<file path="config.mk">
export PLATFORM = sky130hd
export DESIGN_NAME = selective_repeat_receive_window
export DESIGN_NICKNAME = d
export VERILOG_FILES = /design/src/rtl/srrw_pkg.sv /design/src/rtl/selective_repeat_receive_window.sv
export SDC_FILE = /design/constraint.sdc
export NUM_CORES = 1
export LEC_CHECK = 0
export ABC_AREA = 1
export BUFFER_PORTS_ARGS = -buffer_cell sky130_fd_sc_hd__buf_2
export CAP_MARGIN = 0
export CORE_ASPECT_RATIO = 2
export CORE_MARGIN = 8
export CORE_UTILIZATION = 40
export DETAILED_ROUTE_END_ITERATION = 12
export PLACE_DENSITY = 0.55
export SLEW_MARGIN = 20
export SYNTH_ARGS = -nofsm -noshare
export SYNTH_HDL_FRONTEND = slang
export SYNTH_SLANG_ARGS = --single-unit
</file>
<file path="constraint.sdc">
create_clock -name clk_i -period 11.4 [get_ports clk_i]
set_clock_uncertainty 0.05 [all_clocks]
set_input_delay 1.14 -clock clk_i [delete_from_list [all_inputs] [get_ports clk_i]]
set_output_delay 1.14 -clock clk_i [all_outputs]
set_load 0.05 [all_outputs]
</file>
<file path="src/rtl/srrw_pkg.sv">
// Package for the selective-repeat receive window: segment geometry, codes,
// the result struct and the segment length/offset helpers.
// No dependencies.
package srrw_pkg;

  localparam int SEG_BYTES        = 1024;
  localparam int SEG_SHIFT        = $clog2(SEG_BYTES);
  localparam int DEF_WINDOW_DEPTH = 16;

  localparam int OFF_W  = 32;
  localparam int LEN_W  = 11;
  localparam int SLOT_W = 4;
  localparam int SEG_W  = OFF_W + 1;

  typedef enum logic [1:0] {
    OP_START  = 2'd0,
    OP_TICK   = 2'd1,
    OP_ARRIVE = 2'd2
  } op_e;

  typedef enum logic [1:0] {
    KIND_REQUEST = 2'd0,
    KIND_STORE   = 2'd1,
    KIND_DELIVER = 2'd2
  } kind_e;

  typedef enum logic [2:0] {
    ST_IDLE,
    ST_TICK,
    ST_ARRIVE,
    ST_DELIVER,
    ST_FLUSH
  } state_e;

  typedef struct packed {
    kind_e              kind;
    logic [OFF_W-1:0]   offset;
    logic [LEN_W-1:0]   length;
    logic [SLOT_W-1:0]  slot;
    logic               complete;
  } res_t;

  // bytes of segment seg, at most one full segment, zero past end of file
  function automatic logic [LEN_W-1:0] seg_len(input logic [SEG_W-1:0] seg,
                                               input logic [OFF_W-1:0] fsize);
    logic [SEG_W-1:0] fs_hi;
    logic [LEN_W-1:0] res;
    fs_hi = SEG_W'(fsize >> SEG_SHIFT);
    if (seg < fs_hi) begin
      res = LEN_W'(SEG_BYTES);
    end else if (seg == fs_hi) begin
      res = LEN_W'(fsize[SEG_SHIFT-1:0]);
    end else begin
      res = '0;
    end
    return res;
  endfunction

  function automatic logic [OFF_W-1:0] seg_offset(input logic [SEG_W-1:0] seg);
    return OFF_W'({seg, {SEG_SHIFT{1'b0}}});
  endfunction

endpackage

</file>
<file path="src/rtl/selective_repeat_receive_window.sv">
// Selective-repeat receive window, top level.
// Depends on srrw_pkg.
//
// Usage:
//   Input channel (in_valid_i / in_stall_o) takes one word per command:
//   start, tick or segment arrival. Output channel (out_valid_o / out_stall_i)
//   gives request, store and deliver words; last_o marks the final word
//   caused by one input word. file_size is written through cfg_we_i /
//   cfg_wdata_i; the user must write it only while the block is idle, which
//   the block itself does not enforce. A start needs no sequencer steps; a
//   tick walks the window slots, one slot per cycle through the slot cursor
//   unless the output holds it, then does one end check and one flush; an
//   arrival does one check, one step per delivery, one end check, one flush.
//   A result word waits in a pending register and moves to the output
//   register when the next result is found, or at the flush step for the last one.
//   A finished word may wait in the output register while a new input word
//   is accepted. When the receiver stalls, the sequencer holds at its next
//   result until the output register frees up.
//   Reset clears the window (no start seen: ticks give nothing, arrivals are
//   dropped) and sets file_size to 1.
module selective_repeat_receive_window
  import srrw_pkg::*;
#(
  parameter int WINDOW_DEPTH = DEF_WINDOW_DEPTH
) (
  input  logic              clk_i,
  input  logic              rst_ni,
  input  logic              in_valid_i,
  output logic              in_stall_o,
  input  logic [1:0]        op_i,
  input  logic [OFF_W-1:0]  seg_offset_i,
  input  logic [LEN_W-1:0]  seg_length_i,
  input  logic              source_ok_i,
  output logic              out_valid_o,
  input  logic              out_stall_i,
  output logic [1:0]        kind_o,
  output logic [OFF_W-1:0]  offset_o,
  output logic [LEN_W-1:0]  length_o,
  output logic [SLOT_W-1:0] slot_o,
  output logic              complete_o,
  output logic              last_o,
  input  logic              cfg_we_i,
  input  logic [OFF_W-1:0]  cfg_wdata_i
);

  localparam int SW  = (WINDOW_DEPTH > 1) ? $clog2(WINDOW_DEPTH) : 1;
  localparam int WCW = $clog2(WINDOW_DEPTH + 1);

  state_e                  state_q, state_d;
  logic [OFF_W-1:0]        ns_q;
  logic [SW-1:0]           head_q;
  logic [WCW-1:0]          wc_q;
  logic [WINDOW_DEPTH-1:0] marks_q;
  logic [OFF_W-1:0]        fs_q;
  logic [WCW-1:0]          idx_q;
  logic [SW-1:0]           cur_q;
  logic [OFF_W-1:0]        soff_q;
  logic [LEN_W-1:0]        slen_q;
  logic                    sok_q;
  logic                    pend_valid_q;
  res_t                    pend_q;
  logic                    out_valid_q;
  res_t                    out_q;
  logic                    out_last_q;

  logic             in_acc, out_free, can_emit;
  logic             emit, step, flush_move;
  res_t             new_res;
  logic [SW-1:0]    rd_slot, arr_slot, head_inc, cur_inc;
  logic             mark_rd;
  logic [SEG_W-1:0] segs, tick_seg, diff, arr_sum;
  logic [OFF_W-1:0] seg_a, ns_inc;
  logic             in_win, arr_ok, del_go, tick_done, shrink;
  logic [WCW-1:0]   wc_new, wc_start;

  assign in_acc   = in_valid_i && !in_stall_o;
  assign out_free = !out_valid_q || !out_stall_i;
  assign can_emit = !pend_valid_q || out_free;

  assign segs     = (SEG_W'(fs_q) + SEG_W'(SEG_BYTES - 1)) >> SEG_SHIFT;
  assign wc_start = (segs >= SEG_W'(WINDOW_DEPTH)) ? WCW'(WINDOW_DEPTH) : WCW'(segs);

  assign head_inc = (head_q == SW'(WINDOW_DEPTH - 1)) ? '0 : head_q + 1'b1;
  assign cur_inc  = (cur_q == SW'(WINDOW_DEPTH - 1)) ? '0 : cur_q + 1'b1;

  // arrival: segment index, distance from window head, slot
  assign seg_a   = soff_q >> SEG_SHIFT;
  assign diff    = SEG_W'(seg_a) - SEG_W'(ns_q);
  assign in_win  = !diff[SEG_W-1] && (diff < SEG_W'(wc_q));
  assign arr_sum = SEG_W'(head_q) + SEG_W'(diff[SW-1:0]);
  assign arr_slot = (arr_sum >= SEG_W'(WINDOW_DEPTH)) ?
                    SW'(arr_sum - SEG_W'(WINDOW_DEPTH)) : SW'(arr_sum);

  assign tick_seg = SEG_W'(ns_q) + SEG_W'(idx_q);

  assign ns_inc = ns_q + 1'b1;
  assign shrink = (SEG_W'(ns_inc) + SEG_W'(wc_q)) >= segs;
  assign wc_new = shrink ? wc_q - 1'b1 : wc_q;

  always_comb begin
    case (state_q)
      ST_TICK:    rd_slot = cur_q;
      ST_ARRIVE:  rd_slot = arr_slot;
      default:    rd_slot = head_q;
    endcase
  end
  assign mark_rd = marks_q[rd_slot];

  assign tick_done = idx_q >= wc_q;
  assign arr_ok    = sok_q && in_win && !mark_rd;
  assign del_go    = (wc_q != '0) && mark_rd;

  // next state
  always_comb begin
    state_d = state_q;
    case (state_q)
      ST_IDLE: begin
        if (in_acc) begin
          case (op_e'(op_i))
            OP_TICK:   state_d = ST_TICK;
            OP_ARRIVE: state_d = ST_ARRIVE;
            default:   state_d = ST_IDLE;
          endcase
        end
      end
      ST_TICK: begin
        if (tick_done) state_d = ST_FLUSH;
      end
      ST_ARRIVE: begin
        if (!arr_ok || can_emit) state_d = ST_DELIVER;
      end
      ST_DELIVER: begin
        if (!del_go) state_d = ST_FLUSH;
      end
      ST_FLUSH: begin
        if (!pend_valid_q || out_free) state_d = ST_IDLE;
      end
      default: state_d = ST_IDLE;
    endcase
  end

  // sequencer outputs
  always_comb begin
    in_stall_o = 1'b1;
    emit       = 1'b0;
    step       = 1'b0;
    flush_move = 1'b0;
    new_res    = '0;
    case (state_q)
      ST_IDLE: begin
        in_stall_o = 1'b0;
      end
      ST_TICK: begin
        new_res.kind     = KIND_REQUEST;
        new_res.offset   = seg_offset(tick_seg);
        new_res.length   = seg_len(tick_seg, fs_q);
        new_res.slot     = SLOT_W'(cur_q);
        new_res.complete = (wc_q == '0);
        if (!tick_done) begin
          if (mark_rd) begin
            step = 1'b1;
          end else if (can_emit) begin
            emit = 1'b1;
            step = 1'b1;
          end
        end
      end
      ST_ARRIVE: begin
        new_res.kind     = KIND_STORE;
        new_res.offset   = soff_q;
        new_res.length   = slen_q;
        new_res.slot     = SLOT_W'(arr_slot);
        new_res.complete = (wc_q == '0);
        if (arr_ok && can_emit) emit = 1'b1;
      end
      ST_DELIVER: begin
        new_res.kind     = KIND_DELIVER;
        new_res.offset   = seg_offset(SEG_W'(ns_q));
        new_res.length   = seg_len(SEG_W'(ns_q), fs_q);
        new_res.slot     = SLOT_W'(head_q);
        new_res.complete = (wc_new == '0);
        if (del_go && can_emit) begin
          emit = 1'b1;
          step = 1'b1;
        end
      end
      ST_FLUSH: begin
        flush_move = pend_valid_q && out_free;
      end
      default: begin
        in_stall_o = 1'b1;
      end
    endcase
  end

  // control and window state
  always_ff @(posedge clk_i or negedge rst_ni) begin
    if (!rst_ni) begin
      state_q      <= ST_IDLE;
      ns_q         <= '0;
      head_q       <= '0;
      wc_q         <= '0;
      marks_q      <= '0;
      fs_q         <= OFF_W'(1);
      pend_valid_q <= 1'b0;
      out_valid_q  <= 1'b0;
    end else begin
      state_q <= state_d;
      if (cfg_we_i) fs_q <= cfg_wdata_i;
      if (in_acc && (op_e'(op_i) == OP_START)) begin
        marks_q <= '0;
        ns_q    <= '0;
        head_q  <= '0;
        wc_q    <= wc_start;
      end
      if (state_q == ST_ARRIVE && emit) marks_q[arr_slot] <= 1'b1;
      if (state_q == ST_DELIVER && step) begin
        marks_q[head_q] <= 1'b0;
        ns_q            <= ns_inc;
        wc_q            <= wc_new;
        head_q          <= head_inc;
      end
      if ((emit && pend_valid_q) || flush_move) out_valid_q <= 1'b1;
      else if (out_valid_q && !out_stall_i) out_valid_q <= 1'b0;
      if (emit) pend_valid_q <= 1'b1;
      else if (flush_move) pend_valid_q <= 1'b0;
    end
  end

  // payload
  always_ff @(posedge clk_i) begin
    if (in_acc) begin
      idx_q  <= '0;
      cur_q  <= head_q;
      soff_q <= seg_offset_i;
      slen_q <= seg_length_i;
      sok_q  <= source_ok_i;
    end
    if (state_q == ST_TICK && step) begin
      idx_q <= idx_q + 1'b1;
      cur_q <= cur_inc;
    end
    if (emit) pend_q <= new_res;
    if (emit && pend_valid_q) begin
      out_q      <= pend_q;
      out_last_q <= 1'b0;
    end else if (flush_move) begin
      out_q      <= pend_q;
      out_last_q <= 1'b1;
    end
  end

  assign out_valid_o = out_valid_q;
  assign kind_o      = out_q.kind;
  assign offset_o    = out_q.offset;
  assign length_o    = out_q.length;
  assign slot_o      = out_q.slot;
  assign complete_o  = out_q.complete;
  assign last_o      = out_last_q;

`ifndef SYNTH
  a_wc_bound: assert property (@(posedge clk_i) disable iff (!rst_ni)
    wc_q <= WCW'(WINDOW_DEPTH))
    else $error("window count above depth");

  a_idle_no_pend: assert property (@(posedge clk_i) disable iff (!rst_ni)
    !in_stall_o |-> !pend_valid_q)
    else $error("held result left behind when ready");

  a_emit_room: assert property (@(posedge clk_i) disable iff (!rst_ni)
    (emit && pend_valid_q) |-> out_free)
    else $error("output register overwritten");

  a_start_clears: assert property (@(posedge clk_i) disable iff (!rst_ni)
    (in_valid_i && !in_stall_o && op_i == OP_START) |=> (ns_q == '0 && head_q == '0))
    else $error("start did not reset window head");
`endif

endmodule
</file>
==> results of run 1 <==
==> registers in the layout, indices dropped and copies added (netlist names), 4 cells and up <==
name / flops
pend_q: 50
fs_q: 32
ns_q: 32
offset_o: 32
soff_q: 32
marks_q: 16
length_o: 11
slen_q: 11
idx_q: 5
wc_q: 5
cur_q: 4
head_q: 4
slot_o: 4
==> cell usage in the layout (no fill, tap or decap), drive strengths merged, types with 2 or more instances in the layout <==
master | Yosys | routed
nor3 | 23 | 23
edfxtp | 153 | 153
xnor2 | 10 | 10
dfrtp | 93 | 93
o22ai | 32 | 32
nor2 | 253 | 253
nor4 | 10 | 10
inv | 251 | 253
nand3b | 11 | 11
a211oi | 5 | 5
o211ai | 30 | 30
fa | 4 | 4
nand3 | 103 | 103
a21o | 3 | 3
clkbuf | 21 | 30
o21a | 8 | 8
nand4 | 52 | 52
xor2 | 75 | 75
a31oi | 3 | 3
clkinv | 4 | 16
clkinvlp | 0 | 3
nand2 | 596 | 596
o21ai | 104 | 104
and2 | 2 | 2
ha | 120 | 120
o21bai | 3 | 3
a21oi | 89 | 89
a21boi | 3 | 3
or2 | 3 | 3
buf | 14 | 147
o221ai | 10 | 10
==> power groups by stage <==
| stage | Sequential (mW) | Clock (mW) | Combinational (mW) |
|---|---|---|---|
| after floorplan | 1.67 | 0 | 1.66 |
| after global placement | 1.54 | 0 | 2.70 |
| after detailed placement | 1.54 | 0 | 2.72 |
| after CTS | 1.53 | 0.853 | 2.73 |
| after global routing | 1.55 | 0.885 | 2.99 |
| final | 1.53 | 0.834 | 2.72 |
==> kinds of logic (layout without fill, tap and decap cells) <==
group | count (synthesis) | after routing | share of synthesized area, %
AND/OR/NAND/NOR | 1055 | 1055 | 28.3
AO/OA/AOI/OAI | 294 | 294 | 10.1
buffers and inverters | 290 | 450 | 6.58
flip-flops | 248 | 248 | 41.3
adder cells (fa/ha/maj) | 124 | 124 | 9.37
XOR/XNOR | 85 | 85 | 4.41
==> cell type report <==
| class | count | area (um^2) |
|---|---|---|
| clock buffers | 30 | 666 |
| clock inverters | 18 | 148 |
| fillers | 4237 | 22800 |
| inverters | 255 | 958 |
| multi-input cells | 1558 | 8820 |
| flip-flops and latches | 248 | 6970 |
| well taps | 540 | 676 |
| repair buffers | 147 | 768 |
==> metal layers <==
metal	up-vias	global-route usage, %	wire length [um]
met1	7010	23.5	20600
met5	-	0	0
met3	185	2.62	2440
met2	467	47.7	33800
li1	7298	-	-
met4	0	21.8	6240
==> worst max-delay path, stage by stage (launching register included) <==
cell	delay [ns]
dfrtp_1	0.46
ha_1	0.26
fa_1	0.41
xnor2_1	0.28
ha_1	0.32
a21oi_1	0.16
nand2_1	0.08
xor2_1	0.15
xnor2_1	0.18
nand2_1	0.11
nand2_1	0.05
nor2_1	0.14
nand3b_1	0.13
nand2_1	0.19
inv_2	0.13
nand3_2	0.64
inv_2	0.65
nor2_1	0.16
nand2_2	0.11
nand2_1	0.08
nand2_2	0.45
buf_4	0.44
==> worst min-delay path by stage <==
stage / start / end / slack (ns)
after global placement: pend_q[33] / offset_o[17] / 0.35
after global routing: pend_q[2] / slot_o[1] / 0.35
after detailed placement: pend_q[31] / offset_o[15] / 0.35
after CTS: pend_q[2] / slot_o[1] / 0.35
after floorplan: pend_q[0] / complete_o / 0.35
final: pend_q[2] / slot_o[1] / 0.36
==> cells in the mapped netlist, drive strengths merged (3+ instances only) <==
cell type | count | area share (%)
nand2 | 596 | 14
nor2 | 253 | 7.1
inv | 251 | 5.6
edfxtp | 153 | 27
ha | 120 | 8.9
o21ai | 104 | 3.1
nand3 | 103 | 3.4
dfrtp | 93 | 14
a21oi | 89 | 2.7
xor2 | 75 | 3.9
nand4 | 52 | 1.9
o22ai | 32 | 1.2
o211ai | 30 | 1.3
nor3 | 23 | 0.68
clkbuf | 21 | 0.47
buf | 14 | 0.44
nand3b | 11 | 0.51
nor4 | 10 | 0.46
o221ai | 10 | 0.52
xnor2 | 10 | 0.52
o21a | 8 | 0.36
a211oi | 5 | 0.22
clkinv | 4 | 0.089
fa | 4 | 0.47
a21boi | 3 | 0.13
a21o | 3 | 0.13
a31oi | 3 | 0.11
o21bai | 3 | 0.13
or2 | 3 | 0.11
==> flow_summary.toml, run 1 <==
[outcome]
outcome = "finished, final reports clean"

[clocking]
cts-resized-gates = 0
cts.sinks = 248
cts_tree = "yes"
max-clock-path-buffers = 3
clkLatencyLatePin_ns = 0.56
ctsRootBufferMaster = "clkbuf_16"
cts_buffers = 26
cts_hold_buf = 0
path_clk_slew_ns = 0.07
cts_setup_buffers = 0
htree_levels = 1

[pwr]
p_leak_nw = 8.47
comb_power_share_pct = 53.5
power_mw = 5.08
seqPwrFrac_pct = 30.1
net-switching-power_mw = 2.57
clock_power_share_pct = 16.4
p_sw_share_pct = 50.5
powerDensity_nw_per_um2 = 267
p_int_mw = 2.51
vdd_drop_max_mv = 0.191

[layout]
area_growth_pct = 12.6
final_area_um2 = 19000
drive_above_1_share_pct = 13.1
final_cells = 2796
nNetsFinal = 2443
antenna_cells = 0
final_util_pct = 45.5

[floorplanning]
core-area_um2 = 41800
fp-row-count = 106
initial_core_util_pct = 40.4
die_h_um = 307
io_pins = 136
dieWidth_um = 161
design.die.area_um2 = 49400

[synthesis]
syn-num-nets = 2303
ys.flop_type = "edfxtp_1"
ys_seq_area_share_pct = 41.3
syn_area_um2 = 16900
async_reset_ff_share_pct = 37.9
ys_warn_count = 0
avgSynthCellArea_um2 = 8.06
synth-seq-cells = 248
synth_cell_types = 52
syn_inst = 2096
synth_edf_count = 153

[timing]
period_share_pct = 52.8
finalHoldViolCount = 0
maxSlewViolCount = 0
hold_ws_ns = 0.364
fin_tns_setup_ns = 0
final-setup-viol-count = 0
worst_slack_ns = 5.38
clock.fmax_mhz = 166
rsz0062_at_grt = "false"
tightest_slew_ns = 1.01
period_needed_ns = 6.02
max_slew_margin_pct = 32.3

[placed_design]
dpl.cell_count = 2748
place_ws_ns = 5.32
routabilityCongestion = 1.02
dpl-instance-area_um2 = 18200
hpwlAfterDp_mm = 52.0
port-buffer-count = 135

[worst_setup_path]
r2r-end = "slot_o[2]"
critPathArrivalTime_ns = 6.19
r2r-start = "ns_q[0]"
critPathCaptureType = "register"
startpoint = "ns_q[0]"
endpoint = "slot_o[2]"
r2r_setup_slack_ns = 5.38
critical_path.max_fanout = 30
cp-start-kind = "register"
required_ns = 11.58
crit_type = "register to register"
reg2regPathDepth = 21

[route]
drtAntennaViolNets = 0
drtIter0Drc = 841
drt-pass1-iter-count = 7
vias_per_cell = 5.35
vias = 15000
routed_wl_mm = 63.1
drc = 0
wire_per_inst_um = 22.6

[min_path]
hold_class = "register to register"
whs_path_depth = 0

[grt]
grt_overflow = 0
grt_pass1_vias = 15100
grt_max_degree = 65
antenna_found_initial = 0
grt_pass1_wl_mm = 93.3
grt_usage_pct = 25.2

[job]
drv_cap = 0
(Power assumes the default switching activity.)
==> inputs of run 2 (changes only) <==
==> constraint.sdc (replaced) <==
create_clock -name clk_i -period 6.2 [get_ports clk_i]
set_clock_uncertainty 0.05 [all_clocks]
set_input_delay 0.62 -clock clk_i [delete_from_list [all_inputs] [get_ports clk_i]]
set_output_delay 0.62 -clock clk_i [all_outputs]
set_load 0.05 [all_outputs]
==> run 2 against run 1 <==
  * Die area unchanged
  * Sequential power is 84% higher
  * Clock power grew 85%
  * Worst setup slack worse by 4.5 ns
  * Non-clock buffer count increased by 8
  * Count of clock-buffer cells in the layout up 1
  * Sequential share of layout area is 0.12 points lower
  * Combinational power rose by 83%
  * Highest routed layer unchanged
==> flow_summary.toml, run 2 (synthesis results as in run 1) <==
[outcome]
outcome = "finished, final reports clean"

[grt]
grt_pass1_vias = 15200
grt_pass1_wl_mm = 91.5
grt_usage_pct = 24.8
antenna_found_initial = 0
grt_overflow = 0
grt_max_degree = 65

[pwr]
vdd_drop_max_mv = 0.313
p_leak_nw = 8.51
powerDensity_nw_per_um2 = 490

[floorplanning]
io_pins = 136
initial_core_util_pct = 40.4
die_h_um = 307
dieWidth_um = 161
fp-row-count = 106
core-area_um2 = 41800
design.die.area_um2 = 49400

[layout]
layout_commonest_cell = "nand2_1"
top_register = "pend_q"
area_growth_pct = 12.9
fillers = 4299
nNetsFinal = 2450
antenna_cells = 0
multiInputGateArea_um2 = 8820
final_area_um2 = 19100
final_cells = 2801
largest_reg_flops = 50
most-common-layout-cells = "561 x nand2_1, 243 x inv_1, 211 x nor2_1, 153 x edfxtp_1, 134 x buf_2"
layout.area.seq_um2 = 6970
drive_above_1_share_pct = 13.0

[placed_design]
routabilityCongestion = 1.01
hpwlAfterDp_mm = 51.5
dpl-instance-area_um2 = 18300
dpl.cell_count = 2756
place_ws_ns = 0.932
port-buffer-count = 135

[timing]
period_share_pct = 85.7
hold_ws_ns = 0.0367
max_slew_margin_pct = 41.5
tightest_slew_ns = 0.876
finalHoldViolCount = 0
period_needed_ns = 5.32
clock.fmax_mhz = 188
worst_slack_ns = 0.885
maxSlewViolCount = 0
fin_tns_setup_ns = 0
final-setup-viol-count = 0
rsz0062_at_grt = "false"

[worst_setup_path]
critPathCaptureType = "register"
r2r_setup_slack_ns = 0.88
startpoint = "ns_q[0]"
required_ns = 6.40
cp-start-kind = "register"
critPathArrivalTime_ns = 5.51
crit_type = "register to register"
critical_path.max_fanout = 18
r2r-start = "ns_q[0]"
r2r-end = "offset_o[8]"
reg2regPathDepth = 18

[clocking]
max-clock-path-buffers = 3
htree_levels = 1
cts_hold_buf = 0
path_clk_slew_ns = 0.07
cts-resized-gates = 0
cts.sinks = 248
cts_setup_buffers = 0
clkLatencyLatePin_ns = 0.56
cts_tree = "yes"
cts_buffers = 25
ctsRootBufferMaster = "clkbuf_16"

[job]
drv_cap = 0

[route]
vias = 15000
drt-pass1-iter-count = 5
drtAntennaViolNets = 0
drtIter0Drc = 845
drc = 0
routed_wl_mm = 62.1
vias_per_cell = 5.35
wire_per_inst_um = 22.2

[min_path]
hold_class = "primary input to async pin"
run 2: report_power, final:
group	switching [mW]	internal [mW]	total (mW)
registers	0.423	2.40	2.82
clock network	0.668	0.871	1.54
logic	3.56	1.43	4.99
total	4.65	4.70	9.35
run 2: per-stage QoR:
| step | power [mW] | utilization, % |
|---|---|---|
| 5_1_grt | 9.99 | 45.6 |
| 6_report | 9.35 | 45.6 |
| 3_3_place_gp | 7.77 | 43.7 |
| 4_1_cts | 9.40 | 45.6 |
| 3_5_place_dp | 7.84 | 43.7 |
| 2_1_floorplan | 6.11 | - |
run 2: critical path: stages, from the launching register on:
cell	delay (ns)
dfrtp_1	0.47
ha_1	0.27
fa_1	0.52
fa_1	0.61
o22ai_1	0.14
a21oi_2	0.38
inv_1	0.08
o211ai_1	0.10
nand2_1	0.15
nand2_1	0.10
nand3b_1	0.07
nand2_1	0.28
nand4_1	0.21
nor2_4	0.44
nand3_1	0.21
nand2_2	0.12
nand2_1	0.08
nand2_2	0.37
buf_4	0.31
run 2: metal layers:
metal | share of wire [%] | track usage (%) | wire length, um
met1 | 33 | 22.3 | 20300
met2 | 54 | 47.2 | 33300
met3 | 3.6 | 2.86 | 2240
met4 | 10 | 22.3 | 6280
met5 | 0 | 0 | 0
run 2: cell type report:
class | instances | area share [%]
inverters | 255 | 5.03
flip-flops and latches | 248 | 36.5
repair buffers | 155 | 4.41
multi-input cells | 1558 | 46.2
clock buffers | 31 | 3.40
well taps | 540 | 3.54
clock inverters | 14 | 0.827
run 2: how the worst max path moves through the flow:
stage	endpoint	slack (ns)	cells past startpoint
2_1_floorplan	complete_o	0.30	19
3_3_place_gp	length_o[5]	0.98	20
3_5_place_dp	offset_o[5]	0.93	18
4_1_cts	offset_o[8]	0.91	18
5_1_grt	offset_o[4]	0.60	20
6_report	offset_o[8]	0.88	18
